**config.mk**
```make
export PLATFORM = sky130hd
export DESIGN_NAME = tick_window_aggregator_top_flat
export DESIGN_NICKNAME = d
export VERILOG_FILES = /design/src/rtl/twa_pkg.sv /design/src/rtl/twa_if.sv /design/src/rtl/tick_window_aggregator_top.sv /design/src/rtl/twa_csr.sv /design/src/rtl/twa_prep.sv /design/src/rtl/twa_accum.sv /design/src/flat_wrapper.sv
export SDC_FILE = /design/constraint.sdc
export NUM_CORES = 2
export LEC_CHECK = 0
export ABC_AREA = 1
export BUFFER_PORTS_ARGS = -buffer_cell sky130_fd_sc_hd__clkbuf_2
export CAP_MARGIN = 20
export CORE_MARGIN = 3
export CORE_UTILIZATION = 50
export CTS_BUF_LIST = sky130_fd_sc_hd__clkbuf_4
export CTS_CLUSTER_DIAMETER = 120
export DETAILED_ROUTE_END_ITERATION = 8
export PLACE_DENSITY_LB_ADDON = 0.25
export RECOVER_POWER = 25
export SYNTH_ARGS = -nofsm -noshare
export SYNTH_HDL_FRONTEND = slang
export SYNTH_SLANG_ARGS = --single-unit
```
**constraint.sdc**
```tcl
create_clock -name clock -period 8 [get_ports clock]
set_input_delay 0.8 -clock clock [delete_from_list [all_inputs] [get_ports clock]]
set_output_delay 0.8 -clock clock [all_outputs]
set_load 0.05 [all_outputs]
```
**src/rtl/twa_pkg.sv**
```systemverilog
// Shared types, codes and constants of the tick window aggregator.
package twa_pkg;

   localparam int unsigned TWA_PRICE_BITS = 24;
   localparam int unsigned TWA_SIZE_BITS  = 20;

   localparam int unsigned SYMBOL_W    = 32;
   localparam int unsigned STAMP_W     = 64;
   localparam int unsigned SUM_W       = 64;
   localparam int unsigned COUNT_W     = 48;
   localparam int unsigned KIND_W      = 2;
   localparam int unsigned CSR_INDEX_W = 2;
   localparam int unsigned CSR_DATA_W  = 64;

   localparam logic [KIND_W-1:0] KIND_SPREAD = 2'd0;
   localparam logic [KIND_W-1:0] KIND_VWAP   = 2'd1;
   localparam logic [KIND_W-1:0] KIND_OHLC   = 2'd2;

   localparam logic [CSR_INDEX_W-1:0] CSR_QUERY_KIND   = 2'd0;
   localparam logic [CSR_INDEX_W-1:0] CSR_QUERY_SYMBOL = 2'd1;
   localparam logic [CSR_INDEX_W-1:0] CSR_WINDOW_START = 2'd2;
   localparam logic [CSR_INDEX_W-1:0] CSR_WINDOW_END   = 2'd3;

   localparam logic [SUM_W-1:0]   SUM_MAX    = {1'b0, {(SUM_W-1){1'b1}}};
   localparam logic [SUM_W-1:0]   SUM_MIN    = {1'b1, {(SUM_W-1){1'b0}}};
   localparam logic [COUNT_W-1:0] COUNT_MAX  = '1;
   localparam logic [STAMP_W-1:0] STAMP_ONES = '1;

   typedef struct packed {
      logic [KIND_W-1:0]   kind;
      logic [SYMBOL_W-1:0] symbol;
      logic [STAMP_W-1:0]  win_start;
      logic [STAMP_W-1:0]  win_end;
   } twa_cfg_type;

   typedef struct packed {
      logic clear;
      logic sum_en;
      logic sum_force_max;
      logic ohlc_en;
   } twa_ctrl_type;

endpackage

```
**src/rtl/twa_if.sv**
```systemverilog
// Channel interfaces: tick requests, aggregate responses and register writes.
interface twa_req_if #(
   parameter int unsigned PRICE_BITS = twa_pkg::TWA_PRICE_BITS,
   parameter int unsigned SIZE_BITS  = twa_pkg::TWA_SIZE_BITS
);
   import twa_pkg::*;
   logic                  valid;
   logic                  ready;
   logic                  op;
   logic [SYMBOL_W-1:0]   symbol;
   logic [STAMP_W-1:0]    stamp;
   logic [PRICE_BITS-1:0] bid_px;
   logic [PRICE_BITS-1:0] ask_px;
   logic [SIZE_BITS-1:0]  bid_qty;
   logic [SIZE_BITS-1:0]  ask_qty;

   modport source (output valid, op, symbol, stamp, bid_px, ask_px, bid_qty, ask_qty,
                   input ready);
   modport sink (input valid, op, symbol, stamp, bid_px, ask_px, bid_qty, ask_qty,
                 output ready);
endinterface

interface twa_rsp_if #(
   parameter int unsigned PRICE_BITS = twa_pkg::TWA_PRICE_BITS
);
   import twa_pkg::*;
   logic                       valid;
   logic                       ready;
   logic signed [SUM_W-1:0]    acc_sum;
   logic [COUNT_W-1:0]         acc_count;
   logic                       ohlc_valid;
   logic [PRICE_BITS:0]        open_mid;
   logic [PRICE_BITS:0]        high_mid;
   logic [PRICE_BITS:0]        low_mid;
   logic [PRICE_BITS:0]        close_mid;
   logic [STAMP_W-1:0]         open_stamp;
   logic [STAMP_W-1:0]         close_stamp;

   modport source (output valid, acc_sum, acc_count, ohlc_valid, open_mid, high_mid,
                   low_mid, close_mid, open_stamp, close_stamp, input ready);
   modport sink (input valid, acc_sum, acc_count, ohlc_valid, open_mid, high_mid,
                 low_mid, close_mid, open_stamp, close_stamp, output ready);
endinterface

interface twa_csr_if;
   import twa_pkg::*;
   logic                   valid;
   logic                   ready;
   logic [CSR_INDEX_W-1:0] index;
   logic [CSR_DATA_W-1:0]  data;

   modport source (output valid, index, data, input ready);
   modport sink (input valid, index, data, output ready);
endinterface

```
**src/rtl/tick_window_aggregator_top.sv**
```systemverilog
// An accepted request reaches rsp via the input, decode and aggregate registers.
// Throughput: one request per cycle; input register, decode/multiply register and the
//   aggregate register form three stages, stalled only by rsp back-pressure.
// Reset (synchronous): registers return to their defaults (window end all ones) and
//   all accumulators are cleared; the pipeline empties.
// Top level of the tick window aggregator.
module tick_window_aggregator_top #(
   parameter int unsigned PRICE_BITS = twa_pkg::TWA_PRICE_BITS,
   parameter int unsigned SIZE_BITS  = twa_pkg::TWA_SIZE_BITS
) (
   input  logic      clock,
   input  logic      reset,
   twa_req_if.sink   req,
   twa_rsp_if.source rsp,
   twa_csr_if.sink   csr
);
   import twa_pkg::*;

   twa_cfg_type           cfg;
   logic                  dec_valid;
   logic                  dec_ready;
   twa_ctrl_type          dec_ctrl;
   logic [SUM_W-1:0]      dec_sum_delta;
   logic [SIZE_BITS:0]    dec_count_delta;
   logic [PRICE_BITS:0]   dec_mid;
   logic [STAMP_W-1:0]    dec_stamp;

   twa_csr u_csr (
      .clock (clock),
      .reset (reset),
      .csr   (csr),
      .cfg   (cfg)
   );

   twa_prep #(
      .PRICE_BITS (PRICE_BITS),
      .SIZE_BITS  (SIZE_BITS)
   ) u_prep (
      .clock           (clock),
      .reset           (reset),
      .req             (req),
      .cfg             (cfg),
      .dec_ready       (dec_ready),
      .dec_valid       (dec_valid),
      .dec_ctrl        (dec_ctrl),
      .dec_sum_delta   (dec_sum_delta),
      .dec_count_delta (dec_count_delta),
      .dec_mid         (dec_mid),
      .dec_stamp       (dec_stamp)
   );

   twa_accum #(
      .PRICE_BITS (PRICE_BITS),
      .SIZE_BITS  (SIZE_BITS)
   ) u_accum (
      .clock           (clock),
      .reset           (reset),
      .dec_valid       (dec_valid),
      .dec_ready       (dec_ready),
      .dec_ctrl        (dec_ctrl),
      .dec_sum_delta   (dec_sum_delta),
      .dec_count_delta (dec_count_delta),
      .dec_mid         (dec_mid),
      .dec_stamp       (dec_stamp),
      .rsp             (rsp)
   );

   // before any OHLC tick the bar is empty
   a_ohlc_empty: assert property (@(posedge clock) disable iff (reset)
      !rsp.ohlc_valid |-> (rsp.open_stamp == STAMP_ONES) && (rsp.close_stamp == '0) &&
                          (rsp.high_mid == '0) && (rsp.low_mid == '0))
      else $error("OHLC fields set without an OHLC tick");

   a_ohlc_order: assert property (@(posedge clock) disable iff (reset)
      rsp.ohlc_valid |-> (rsp.low_mid <= rsp.high_mid) &&
                         (rsp.open_stamp <= rsp.close_stamp) &&
                         (rsp.open_mid <= rsp.high_mid) && (rsp.close_mid >= rsp.low_mid))
      else $error("OHLC bar out of order");

   a_clear: assert property (@(posedge clock) disable iff (reset)
      dec_valid && dec_ready && dec_ctrl.clear |=>
         rsp.valid && (rsp.acc_sum == '0) && (rsp.acc_count == '0) && !rsp.ohlc_valid)
      else $error("clear request did not clear the aggregate");

   a_no_drop: assert property (@(posedge clock) disable iff (reset)
      dec_valid && !dec_ready |-> rsp.valid && !rsp.ready)
      else $error("decode stage stalled without response back-pressure");

endmodule

```
**src/rtl/twa_csr.sv**
```systemverilog
// Query configuration registers.
module twa_csr (
   input  logic                clock,
   input  logic                reset,
   twa_csr_if.sink             csr,
   output twa_pkg::twa_cfg_type cfg
);
   import twa_pkg::*;

   twa_cfg_type cfg_ff;
   twa_cfg_type cfg_in;

   assign csr.ready = 1'b1;

   always_comb begin
      cfg_in = cfg_ff;
      if (csr.valid) begin
         case (csr.index)
            CSR_QUERY_KIND:   cfg_in.kind      = csr.data[KIND_W-1:0];
            CSR_QUERY_SYMBOL: cfg_in.symbol    = csr.data[SYMBOL_W-1:0];
            CSR_WINDOW_START: cfg_in.win_start = csr.data[STAMP_W-1:0];
            CSR_WINDOW_END:   cfg_in.win_end   = csr.data[STAMP_W-1:0];
            default:          cfg_in = cfg_ff;
         endcase
      end
   end

   always_ff @(posedge clock) begin
      if (reset) begin
         cfg_ff.kind      <= KIND_SPREAD;
         cfg_ff.symbol    <= '0;
         cfg_ff.win_start <= '0;
         cfg_ff.win_end   <= STAMP_ONES;
      end else begin
         cfg_ff <= cfg_in;
      end
   end

   assign cfg = cfg_ff;

endmodule

```
**src/rtl/twa_prep.sv**
```systemverilog
// Input register, tick filter and delta/product decode into the second stage.
module twa_prep #(
   parameter int unsigned PRICE_BITS = twa_pkg::TWA_PRICE_BITS,
   parameter int unsigned SIZE_BITS  = twa_pkg::TWA_SIZE_BITS
) (
   input  logic                          clock,
   input  logic                          reset,
   twa_req_if.sink                       req,
   input  twa_pkg::twa_cfg_type          cfg,
   input  logic                          dec_ready,
   output logic                          dec_valid,
   output twa_pkg::twa_ctrl_type         dec_ctrl,
   output logic [twa_pkg::SUM_W-1:0]     dec_sum_delta,
   output logic [SIZE_BITS:0]            dec_count_delta,
   output logic [PRICE_BITS:0]           dec_mid,
   output logic [twa_pkg::STAMP_W-1:0]   dec_stamp
);
   import twa_pkg::*;

   localparam int unsigned MID_W  = PRICE_BITS + 1;
   localparam int unsigned VOL_W  = SIZE_BITS + 1;
   localparam int unsigned PROD_W = MID_W + VOL_W;
   localparam int unsigned EXT_W  = (PROD_W > SUM_W) ? PROD_W : SUM_W;

   logic                  in_valid_ff;
   logic                  in_op_ff;
   logic [SYMBOL_W-1:0]   in_symbol_ff;
   logic [STAMP_W-1:0]    in_stamp_ff;
   logic [PRICE_BITS-1:0] in_bid_px_ff;
   logic [PRICE_BITS-1:0] in_ask_px_ff;
   logic [SIZE_BITS-1:0]  in_bid_qty_ff;
   logic [SIZE_BITS-1:0]  in_ask_qty_ff;

   logic                  dec_valid_ff;
   twa_ctrl_type          dec_ctrl_ff;
   twa_ctrl_type          dec_ctrl_in;
   logic [SUM_W-1:0]      dec_sum_delta_ff;
   logic [SUM_W-1:0]      dec_sum_delta_in;
   logic [VOL_W-1:0]      dec_count_delta_ff;
   logic [VOL_W-1:0]      dec_count_delta_in;
   logic [MID_W-1:0]      dec_mid_ff;
   logic [STAMP_W-1:0]    dec_stamp_ff;

   logic                  in_adv;
   logic                  dec_adv;
   logic                  match;
   logic [MID_W-1:0]      mid;
   logic [VOL_W-1:0]      vol;
   logic [PROD_W-1:0]     prod;
   logic [EXT_W-1:0]      prod_ext;
   logic                  prod_big;
   logic signed [MID_W-1:0] spread;
   logic [SUM_W-1:0]      spread_ext;

   assign dec_adv   = !dec_valid_ff || dec_ready;
   assign in_adv    = !in_valid_ff || dec_adv;
   assign req.ready = in_adv;

   always_comb begin
      match = (in_symbol_ff == cfg.symbol) && (in_stamp_ff >= cfg.win_start) &&
              (in_stamp_ff <= cfg.win_end);
      mid      = {1'b0, in_bid_px_ff} + {1'b0, in_ask_px_ff};
      vol      = {1'b0, in_bid_qty_ff} + {1'b0, in_ask_qty_ff};
      prod     = PROD_W'(mid) * PROD_W'(vol);
      prod_ext = EXT_W'(prod);
      // product beyond the signed sum range forces the sum to its maximum
      prod_big = |prod_ext[EXT_W-1:SUM_W-1];
      spread   = $signed({1'b0, in_ask_px_ff}) - $signed({1'b0, in_bid_px_ff});
      spread_ext = {{(SUM_W-MID_W){spread[MID_W-1]}}, spread};

      dec_ctrl_in.clear         = !in_op_ff;
      dec_ctrl_in.sum_en        = in_op_ff && match &&
                                  ((cfg.kind == KIND_SPREAD) ||
                                   ((cfg.kind == KIND_VWAP) && (vol != '0)));
      dec_ctrl_in.sum_force_max = (cfg.kind == KIND_VWAP) && prod_big;
      dec_ctrl_in.ohlc_en       = in_op_ff && match && (cfg.kind == KIND_OHLC);

      if (cfg.kind == KIND_VWAP) begin
         dec_sum_delta_in   = prod_ext[SUM_W-1:0];
         dec_count_delta_in = vol;
      end else begin
         dec_sum_delta_in   = spread_ext;
         dec_count_delta_in = VOL_W'(1);
      end
   end

   always_ff @(posedge clock) begin
      if (reset) begin
         in_valid_ff  <= 1'b0;
         dec_valid_ff <= 1'b0;
      end else begin
         if (in_adv) begin
            in_valid_ff <= req.valid;
         end
         if (dec_adv) begin
            dec_valid_ff <= in_valid_ff;
         end
      end
   end

   always_ff @(posedge clock) begin
      if (in_adv && req.valid) begin
         in_op_ff      <= req.op;
         in_symbol_ff  <= req.symbol;
         in_stamp_ff   <= req.stamp;
         in_bid_px_ff  <= req.bid_px;
         in_ask_px_ff  <= req.ask_px;
         in_bid_qty_ff <= req.bid_qty;
         in_ask_qty_ff <= req.ask_qty;
      end
      if (dec_adv && in_valid_ff) begin
         dec_ctrl_ff        <= dec_ctrl_in;
         dec_sum_delta_ff   <= dec_sum_delta_in;
         dec_count_delta_ff <= dec_count_delta_in;
         dec_mid_ff         <= mid;
         dec_stamp_ff       <= in_stamp_ff;
      end
   end

   assign dec_valid       = dec_valid_ff;
   assign dec_ctrl        = dec_ctrl_ff;
   assign dec_sum_delta   = dec_sum_delta_ff;
   assign dec_count_delta = dec_count_delta_ff;
   assign dec_mid         = dec_mid_ff;
   assign dec_stamp       = dec_stamp_ff;

endmodule

```
**src/rtl/twa_accum.sv**
```systemverilog
// Aggregate state update; the state registers double as the response register.
module twa_accum #(
   parameter int unsigned PRICE_BITS = twa_pkg::TWA_PRICE_BITS,
   parameter int unsigned SIZE_BITS  = twa_pkg::TWA_SIZE_BITS
) (
   input  logic                          clock,
   input  logic                          reset,
   input  logic                          dec_valid,
   output logic                          dec_ready,
   input  twa_pkg::twa_ctrl_type         dec_ctrl,
   input  logic [twa_pkg::SUM_W-1:0]     dec_sum_delta,
   input  logic [SIZE_BITS:0]            dec_count_delta,
   input  logic [PRICE_BITS:0]           dec_mid,
   input  logic [twa_pkg::STAMP_W-1:0]   dec_stamp,
   twa_rsp_if.source                     rsp
);
   import twa_pkg::*;

   localparam int unsigned MID_W    = PRICE_BITS + 1;
   localparam int unsigned SUM_WIDE_W = SUM_W + 1;
   localparam int unsigned CNT_WIDE_W = COUNT_W + 1;

   logic                  out_valid_ff;
   logic                  out_valid_in;
   logic [SUM_W-1:0]      sum_ff;
   logic [SUM_W-1:0]      sum_in;
   logic [COUNT_W-1:0]    count_ff;
   logic [COUNT_W-1:0]    count_in;
   logic                  seen_ff;
   logic                  seen_in;
   logic [MID_W-1:0]      open_ff;
   logic [MID_W-1:0]      open_in;
   logic [MID_W-1:0]      high_ff;
   logic [MID_W-1:0]      high_in;
   logic [MID_W-1:0]      low_ff;
   logic [MID_W-1:0]      low_in;
   logic [MID_W-1:0]      close_ff;
   logic [MID_W-1:0]      close_in;
   logic [STAMP_W-1:0]    first_ff;
   logic [STAMP_W-1:0]    first_in;
   logic [STAMP_W-1:0]    last_ff;
   logic [STAMP_W-1:0]    last_in;

   logic                  out_take;
   logic                  fire;
   logic [SUM_WIDE_W-1:0] sum_wide;
   logic [SUM_W-1:0]      sum_sat;
   logic [CNT_WIDE_W-1:0] cnt_wide;
   logic [COUNT_W-1:0]    cnt_sat;

   assign out_take  = !out_valid_ff || rsp.ready;
   assign dec_ready = out_take;
   assign fire      = dec_valid && out_take;

   always_comb begin
      sum_wide = {sum_ff[SUM_W-1], sum_ff} + {dec_sum_delta[SUM_W-1], dec_sum_delta};
      if (dec_ctrl.sum_force_max) begin
         sum_sat = SUM_MAX;
      end else if (sum_wide[SUM_W] != sum_wide[SUM_W-1]) begin
         sum_sat = sum_wide[SUM_W] ? SUM_MIN : SUM_MAX;
      end else begin
         sum_sat = sum_wide[SUM_W-1:0];
      end
      cnt_wide = {1'b0, count_ff} + CNT_WIDE_W'(dec_count_delta);
      cnt_sat  = cnt_wide[COUNT_W] ? COUNT_MAX : cnt_wide[COUNT_W-1:0];

      out_valid_in = out_take ? dec_valid : out_valid_ff;
      sum_in   = sum_ff;
      count_in = count_ff;
      seen_in  = seen_ff;
      open_in  = open_ff;
      high_in  = high_ff;
      low_in   = low_ff;
      close_in = close_ff;
      first_in = first_ff;
      last_in  = last_ff;

      if (fire) begin
         if (dec_ctrl.clear) begin
            sum_in   = '0;
            count_in = '0;
            seen_in  = 1'b0;
            open_in  = '0;
            high_in  = '0;
            low_in   = '0;
            close_in = '0;
            first_in = STAMP_ONES;
            last_in  = '0;
         end else begin
            if (dec_ctrl.sum_en) begin
               sum_in   = sum_sat;
               count_in = cnt_sat;
            end
            if (dec_ctrl.ohlc_en) begin
               if (!seen_ff) begin
                  seen_in  = 1'b1;
                  open_in  = dec_mid;
                  high_in  = dec_mid;
                  low_in   = dec_mid;
                  close_in = dec_mid;
                  first_in = dec_stamp;
                  last_in  = dec_stamp;
               end else begin
                  // equal stamps leave open and close alone
                  if (dec_stamp < first_ff) begin
                     first_in = dec_stamp;
                     open_in  = dec_mid;
                  end
                  if (dec_stamp > last_ff) begin
                     last_in  = dec_stamp;
                     close_in = dec_mid;
                  end
                  if (dec_mid > high_ff) begin
                     high_in = dec_mid;
                  end
                  if (dec_mid < low_ff) begin
                     low_in = dec_mid;
                  end
               end
            end
         end
      end
   end

   always_ff @(posedge clock) begin
      if (reset) begin
         out_valid_ff <= 1'b0;
         sum_ff       <= '0;
         count_ff     <= '0;
         seen_ff      <= 1'b0;
         open_ff      <= '0;
         high_ff      <= '0;
         low_ff       <= '0;
         close_ff     <= '0;
         first_ff     <= STAMP_ONES;
         last_ff      <= '0;
      end else begin
         out_valid_ff <= out_valid_in;
         sum_ff       <= sum_in;
         count_ff     <= count_in;
         seen_ff      <= seen_in;
         open_ff      <= open_in;
         high_ff      <= high_in;
         low_ff       <= low_in;
         close_ff     <= close_in;
         first_ff     <= first_in;
         last_ff      <= last_in;
      end
   end

   assign rsp.valid       = out_valid_ff;
   assign rsp.acc_sum     = sum_ff;
   assign rsp.acc_count   = count_ff;
   assign rsp.ohlc_valid  = seen_ff;
   assign rsp.open_mid    = open_ff;
   assign rsp.high_mid    = high_ff;
   assign rsp.low_mid     = low_ff;
   assign rsp.close_mid   = close_ff;
   assign rsp.open_stamp  = first_ff;
   assign rsp.close_stamp = last_ff;

endmodule
```
**src/flat_wrapper.sv**
```systemverilog
// flat-port wrapper written by rule: the top's interface ports become plain ports
module tick_window_aggregator_top_flat import twa_pkg::*;
#(
   parameter int unsigned PRICE_BITS = twa_pkg::TWA_PRICE_BITS,
   parameter int unsigned SIZE_BITS  = twa_pkg::TWA_SIZE_BITS
)
  (clock, reset, req_valid, req_op, req_symbol, req_stamp, req_bid_px, req_ask_px, req_bid_qty, req_ask_qty, req_ready, rsp_valid, rsp_acc_sum, rsp_acc_count, rsp_ohlc_valid, rsp_open_mid, rsp_high_mid, rsp_low_mid, rsp_close_mid, rsp_open_stamp, rsp_close_stamp, rsp_ready, csr_valid, csr_index, csr_data, csr_ready);
  twa_req_if #(.PRICE_BITS(PRICE_BITS), .SIZE_BITS(SIZE_BITS)) req_i ();
  twa_rsp_if #(.PRICE_BITS(PRICE_BITS)) rsp_i ();
  twa_csr_if csr_i ();
  input  logic clock;
  input  logic reset;
  input wire logic [$bits(req_i.valid)-1:0] req_valid;
  input wire logic [$bits(req_i.op)-1:0] req_op;
  input wire logic [$bits(req_i.symbol)-1:0] req_symbol;
  input wire logic [$bits(req_i.stamp)-1:0] req_stamp;
  input wire logic [$bits(req_i.bid_px)-1:0] req_bid_px;
  input wire logic [$bits(req_i.ask_px)-1:0] req_ask_px;
  input wire logic [$bits(req_i.bid_qty)-1:0] req_bid_qty;
  input wire logic [$bits(req_i.ask_qty)-1:0] req_ask_qty;
  output wire logic [$bits(req_i.ready)-1:0] req_ready;
  output wire logic [$bits(rsp_i.valid)-1:0] rsp_valid;
  output wire logic [$bits(rsp_i.acc_sum)-1:0] rsp_acc_sum;
  output wire logic [$bits(rsp_i.acc_count)-1:0] rsp_acc_count;
  output wire logic [$bits(rsp_i.ohlc_valid)-1:0] rsp_ohlc_valid;
  output wire logic [$bits(rsp_i.open_mid)-1:0] rsp_open_mid;
  output wire logic [$bits(rsp_i.high_mid)-1:0] rsp_high_mid;
  output wire logic [$bits(rsp_i.low_mid)-1:0] rsp_low_mid;
  output wire logic [$bits(rsp_i.close_mid)-1:0] rsp_close_mid;
  output wire logic [$bits(rsp_i.open_stamp)-1:0] rsp_open_stamp;
  output wire logic [$bits(rsp_i.close_stamp)-1:0] rsp_close_stamp;
  input wire logic [$bits(rsp_i.ready)-1:0] rsp_ready;
  input wire logic [$bits(csr_i.valid)-1:0] csr_valid;
  input wire logic [$bits(csr_i.index)-1:0] csr_index;
  input wire logic [$bits(csr_i.data)-1:0] csr_data;
  output wire logic [$bits(csr_i.ready)-1:0] csr_ready;
  assign req_i.valid = req_valid;
  assign req_i.op = req_op;
  assign req_i.symbol = req_symbol;
  assign req_i.stamp = req_stamp;
  assign req_i.bid_px = req_bid_px;
  assign req_i.ask_px = req_ask_px;
  assign req_i.bid_qty = req_bid_qty;
  assign req_i.ask_qty = req_ask_qty;
  assign req_ready = req_i.ready;
  assign rsp_valid = rsp_i.valid;
  assign rsp_acc_sum = rsp_i.acc_sum;
  assign rsp_acc_count = rsp_i.acc_count;
  assign rsp_ohlc_valid = rsp_i.ohlc_valid;
  assign rsp_open_mid = rsp_i.open_mid;
  assign rsp_high_mid = rsp_i.high_mid;
  assign rsp_low_mid = rsp_i.low_mid;
  assign rsp_close_mid = rsp_i.close_mid;
  assign rsp_open_stamp = rsp_i.open_stamp;
  assign rsp_close_stamp = rsp_i.close_stamp;
  assign rsp_i.ready = rsp_ready;
  assign csr_i.valid = csr_valid;
  assign csr_i.index = csr_index;
  assign csr_i.data = csr_data;
  assign csr_ready = csr_i.ready;
  tick_window_aggregator_top #(.PRICE_BITS(PRICE_BITS), .SIZE_BITS(SIZE_BITS)) u_core (.clock(clock), .reset(reset), .req(req_i), .rsp(rsp_i), .csr(csr_i));
endmodule
```
==> flow_summary.yaml <==
layout:
  fin_util: 0.626
  regArea_um2: 20500
  multiInputGateArea_um2: 40200
  drive_above_1_share: 0.190
  fin_nets: 11100
  area_delta_synth_final_pct: 24.1
  n_fill_cell: 11600
global_route:
  antenna_found_initial: 13
  grt_overflow_total: 0
  first_global_vias: 61900
  grt_pass1_wl_um: 365000
  track_usage: 0.349
  grt_start_max_net_pins: 89
synthesis:
  muxShareOfSynthArea: 0
  synth.net_count: 9728
  synth_top_family_by_area: "adder cells"
  yosys.area_share.simple: 0.210
  synth_ff_type: "dfxtp_1"
  synthAdderAreaFrac: 0.251
  synth-compound-area-share: 0.114
  synth-seq-cells: 851
  avgSynthCellArea_um2: 7.78
  synth_warnings: 0
  synth_xor_xnor_area_share: 0.0125
  synth-edff-count: 345
  ys_types: 64
  ys_seq_area_frac: 0.313
  async_flop_share: 0
  syn_area_um2: 65500
  synthesis.instances: 8420
die:
  die_h_um: 368
  core-area_um2: 130000
  die_area_um2: 135000
  rows: 132
  die_w_um: 368
  num_io_pins: 600
  start_util: 0.505
critical_path:
  cp_num_buf_inv: 12
  worstPathArrival_ps: 8850
  endpoint_kind: "register"
  startpoint_type: "register"
  regToRegEndpoint: "u_core.u_prep.dec_sum_delta[41]$_DFFE_PP_"
  crit_family: "adder cells"
  reg2reg_depth: 46
  max_stage_delay_ps: 590
  slowest_stage: "fa_1"
  r2r_slack_ps: 100
  critPathKind: "register to register"
  crit_required_ps: 8950
  r2r-start: "u_core.u_prep.in_bid_px_ff[0]$_DFFE_PP_"
  crit_top_cell: "nand2_2"
  crit_fanout: 4
cts:
  cts_buffers: 230
  clockBufferDepth: 3
  path_clk_slew_ps: 60
  root_buffer: "clkbuf_4"
  cts.sinks: 851
  clk_latency_ps: 1220
  cts_tree: "yes"
  htreeDepth: 4
routing:
  routed_via_density: 5.42
  dr.first_iter.drc_count: 5871
  num_vias: 63600
  drtPass1Iterations: 6
  wl_per_cell_um: 20.7
  drtAntennaViolNets: 0
  drc: 0
  wirelength_um: 243000
timing:
  relSlewSlack: -1.90
  timing.fmax_mhz: 127
  finalHoldViolations: 0
  fin_crit_ps: 7900
  drv_slew: 311
  tightest_slew_ps: 4350
  fin_crit_sh: 0.988
  rsz0062_at_grt: "yes"
  finalSetupViolCount: 0
  finClkSkew_ps: 113
  hold_slack_ps: 45.4
worst_hold_path:
  min_path_type: "input pin to register"
  hold_end: "u_core.u_prep.in_valid_ff$_SDFFE_PP0N_"
  hp-start: "req_valid"
  whs_path_depth: 3
place:
  portBuffers: 598
  hpwl_um: 188000
  place_congestion: 1.00
status:
  violations: "max-capacitance violations, max-slew violations"
  outcome: "finished with violations"
flow_run:
  cap_violations: 6
[layout by cell type (no fill, tap or decap), types with 35 or more instances in the layout]
| master | synthesis | routed |
|---|---|---|
| nand2_2 | 15 | 55 |
| inv_1 | 1352 | 1299 |
| clkinv_1 | 8 | 50 |
| fa_1 | 439 | 407 |
| xnor2_1 | 51 | 50 |
| buf_4 | 12 | 482 |
| clkbuf_2 | 1 | 555 |
| o21ai_1 | 3 | 39 |
| edfxtp_1 | 345 | 345 |
| xor2_1 | 39 | 35 |
| inv_2 | 19 | 62 |
| dlygate4sd3_1 | 0 | 254 |
| clkbuf_1 | 212 | 49 |
| nor2_1 | 757 | 710 |
| ha_1 | 613 | 574 |
| nand3_1 | 417 | 406 |
| nor3_1 | 63 | 56 |
| nand4_1 | 67 | 67 |
| dfxtp_1 | 506 | 506 |
| nor2_2 | 8 | 36 |
| o211ai_1 | 74 | 74 |
| clkbuf_4 | 0 | 358 |
| ha_4 | 0 | 39 |
| a21oi_1 | 747 | 715 |
| o21ai_0 | 398 | 349 |
| nand2_1 | 1950 | 1888 |
[logic make-up (layout without fill, tap and decap cells)]
family | Yosys count | count (layout)
compound gates | 1377 | 1377
xor+xnor | 92 | 92
fa+ha+maj | 1052 | 1052
buf+inv | 1674 | 3209
flops | 851 | 851
other cells | 1 | 19
simple gates | 3373 | 3373
[per-layer routing]
metal | vias to the layer above | wire [um] | global-route usage
li1 | 30000 | - | -
met1 | 30200 | 98000 | 0.454
met2 | 2840 | 112000 | 0.569
met3 | 558 | 21500 | 0.0712
met4 | 4 | 10900 | 0.140
met5 | - | 26 | 0
[stage by stage]
stage	setup WS, ps	area (um2)	cells	TNS (ps)
CTS	3.85	79700	11700	0
finish	95.1	81300	11700	0
detailed placement	-516	73500	11000	-11660
global placement	-451	73500	11000	-9170
global route	-196	81300	11700	-2570
floorplan	139	65500	8420	0
[how the worst max path moves through the flow]
stage	from	endpoint	slack, ps	depth (start not counted)
detailed placement	u_core.u_prep.in_bid_px_ff[0]$_DFFE_PP_	u_core.u_prep.dec_sum_delta[30]$_DFFE_PP_	-520	41
global placement	u_core.u_prep.in_bid_px_ff[0]$_DFFE_PP_	u_core.u_prep.dec_sum_delta[30]$_DFFE_PP_	-450	41
CTS	u_core.u_prep.in_ask_px_ff[0]$_DFFE_PP_	u_core.u_prep.dec_sum_delta[27]$_DFFE_PP_	4	36
finish	u_core.u_prep.in_bid_px_ff[0]$_DFFE_PP_	u_core.u_prep.dec_sum_delta[41]$_DFFE_PP_	100	46
floorplan	u_core.u_prep.in_bid_px_ff[0]$_DFFE_PP_	u_core.u_prep.dec_sum_delta[27]$_DFFE_PP_	140	36
global route	u_core.u_prep.in_bid_px_ff[0]$_DFFE_PP_	u_core.u_prep.dec_sum_delta[27]$_DFFE_PP_	-200	42
[flip-flops by register name, summed over array words and instances (netlist names), 32 cells and up]
register                        count
u_core.u_csr.cfg                  162
u_core.u_accum.rsp.acc_sum         64
u_core.u_accum.rsp.close_stamp     64
u_core.u_accum.rsp.open_stamp      64
u_core.u_prep.dec_stamp            64
u_core.u_prep.in_stamp_ff          64
u_core.u_accum.rsp.acc_count       48
u_core.u_prep.dec_sum_delta        47
u_core.u_prep.in_symbol_ff         32
[cells in the mapped netlist (15+ instances only)]
library cell	instances	area (um2)
fa_1	439	8790
nor4_1	28	175
clkbuf_1	212	796
nand3b_1	31	233
a31oi_1	23	144
xor2_1	39	342
o21ai_0	398	1990
a21o_1	30	225
ha_1	613	7670
dfxtp_1	506	10100
or2_2	21	131
nand2_2	15	93.8
inv_1	1352	5070
edfxtp_1	345	10400
nand4_1	67	419
nand3_1	417	2090
nand2_1	1950	7320
inv_2	19	71.3
buf_2	53	265
nor2_1	757	2840
xnor2_1	51	447
nor3_1	63	315
o21a_1	17	128
o211ai_1	74	556
a21oi_1	747	3740
o21bai_1	34	255
[what timing repair did]
action | in CTS | in global routing
gates cloned | 2 | 0
endpoints found under the setup margin | 33 | 33
pin swaps | 47 | 213
resized for setup | 117 | 360
endpoints found under the hold margin | 349 | 0
hold buffers | 254 | 0
setup buffers | 12 | 37
[worst reg2reg max path, delay by kind of cell (launching register included)]
kind | cells | cell delay [ps]
AO/OA/AOI/OAI | 2 | 160
adder cells (fa/ha/maj) | 10 | 4430
buffers and inverters | 12 | 800
flip-flops | 1 | 430
AND/OR/NAND/NOR | 22 | 1920
[layout make-up]
type | instances | share of cell area
Timing Repair inverter | 2 | 0.000308
Inverter | 1379 | 0.0643
Timing Repair Buffer | 1399 | 0.124
Sequential cell | 851 | 0.252
Antenna cell | 18 | 0.000554
Tap cell | 1742 | 0.0268
Multi-Input combinational cell | 5895 | 0.494
Clock buffer | 358 | 0.0331
Clock inverter | 71 | 0.00477
Power is left out: the tool's default activity adds up to more than one toggle a clock period on the data nets, which glitch-free logic cannot reach.
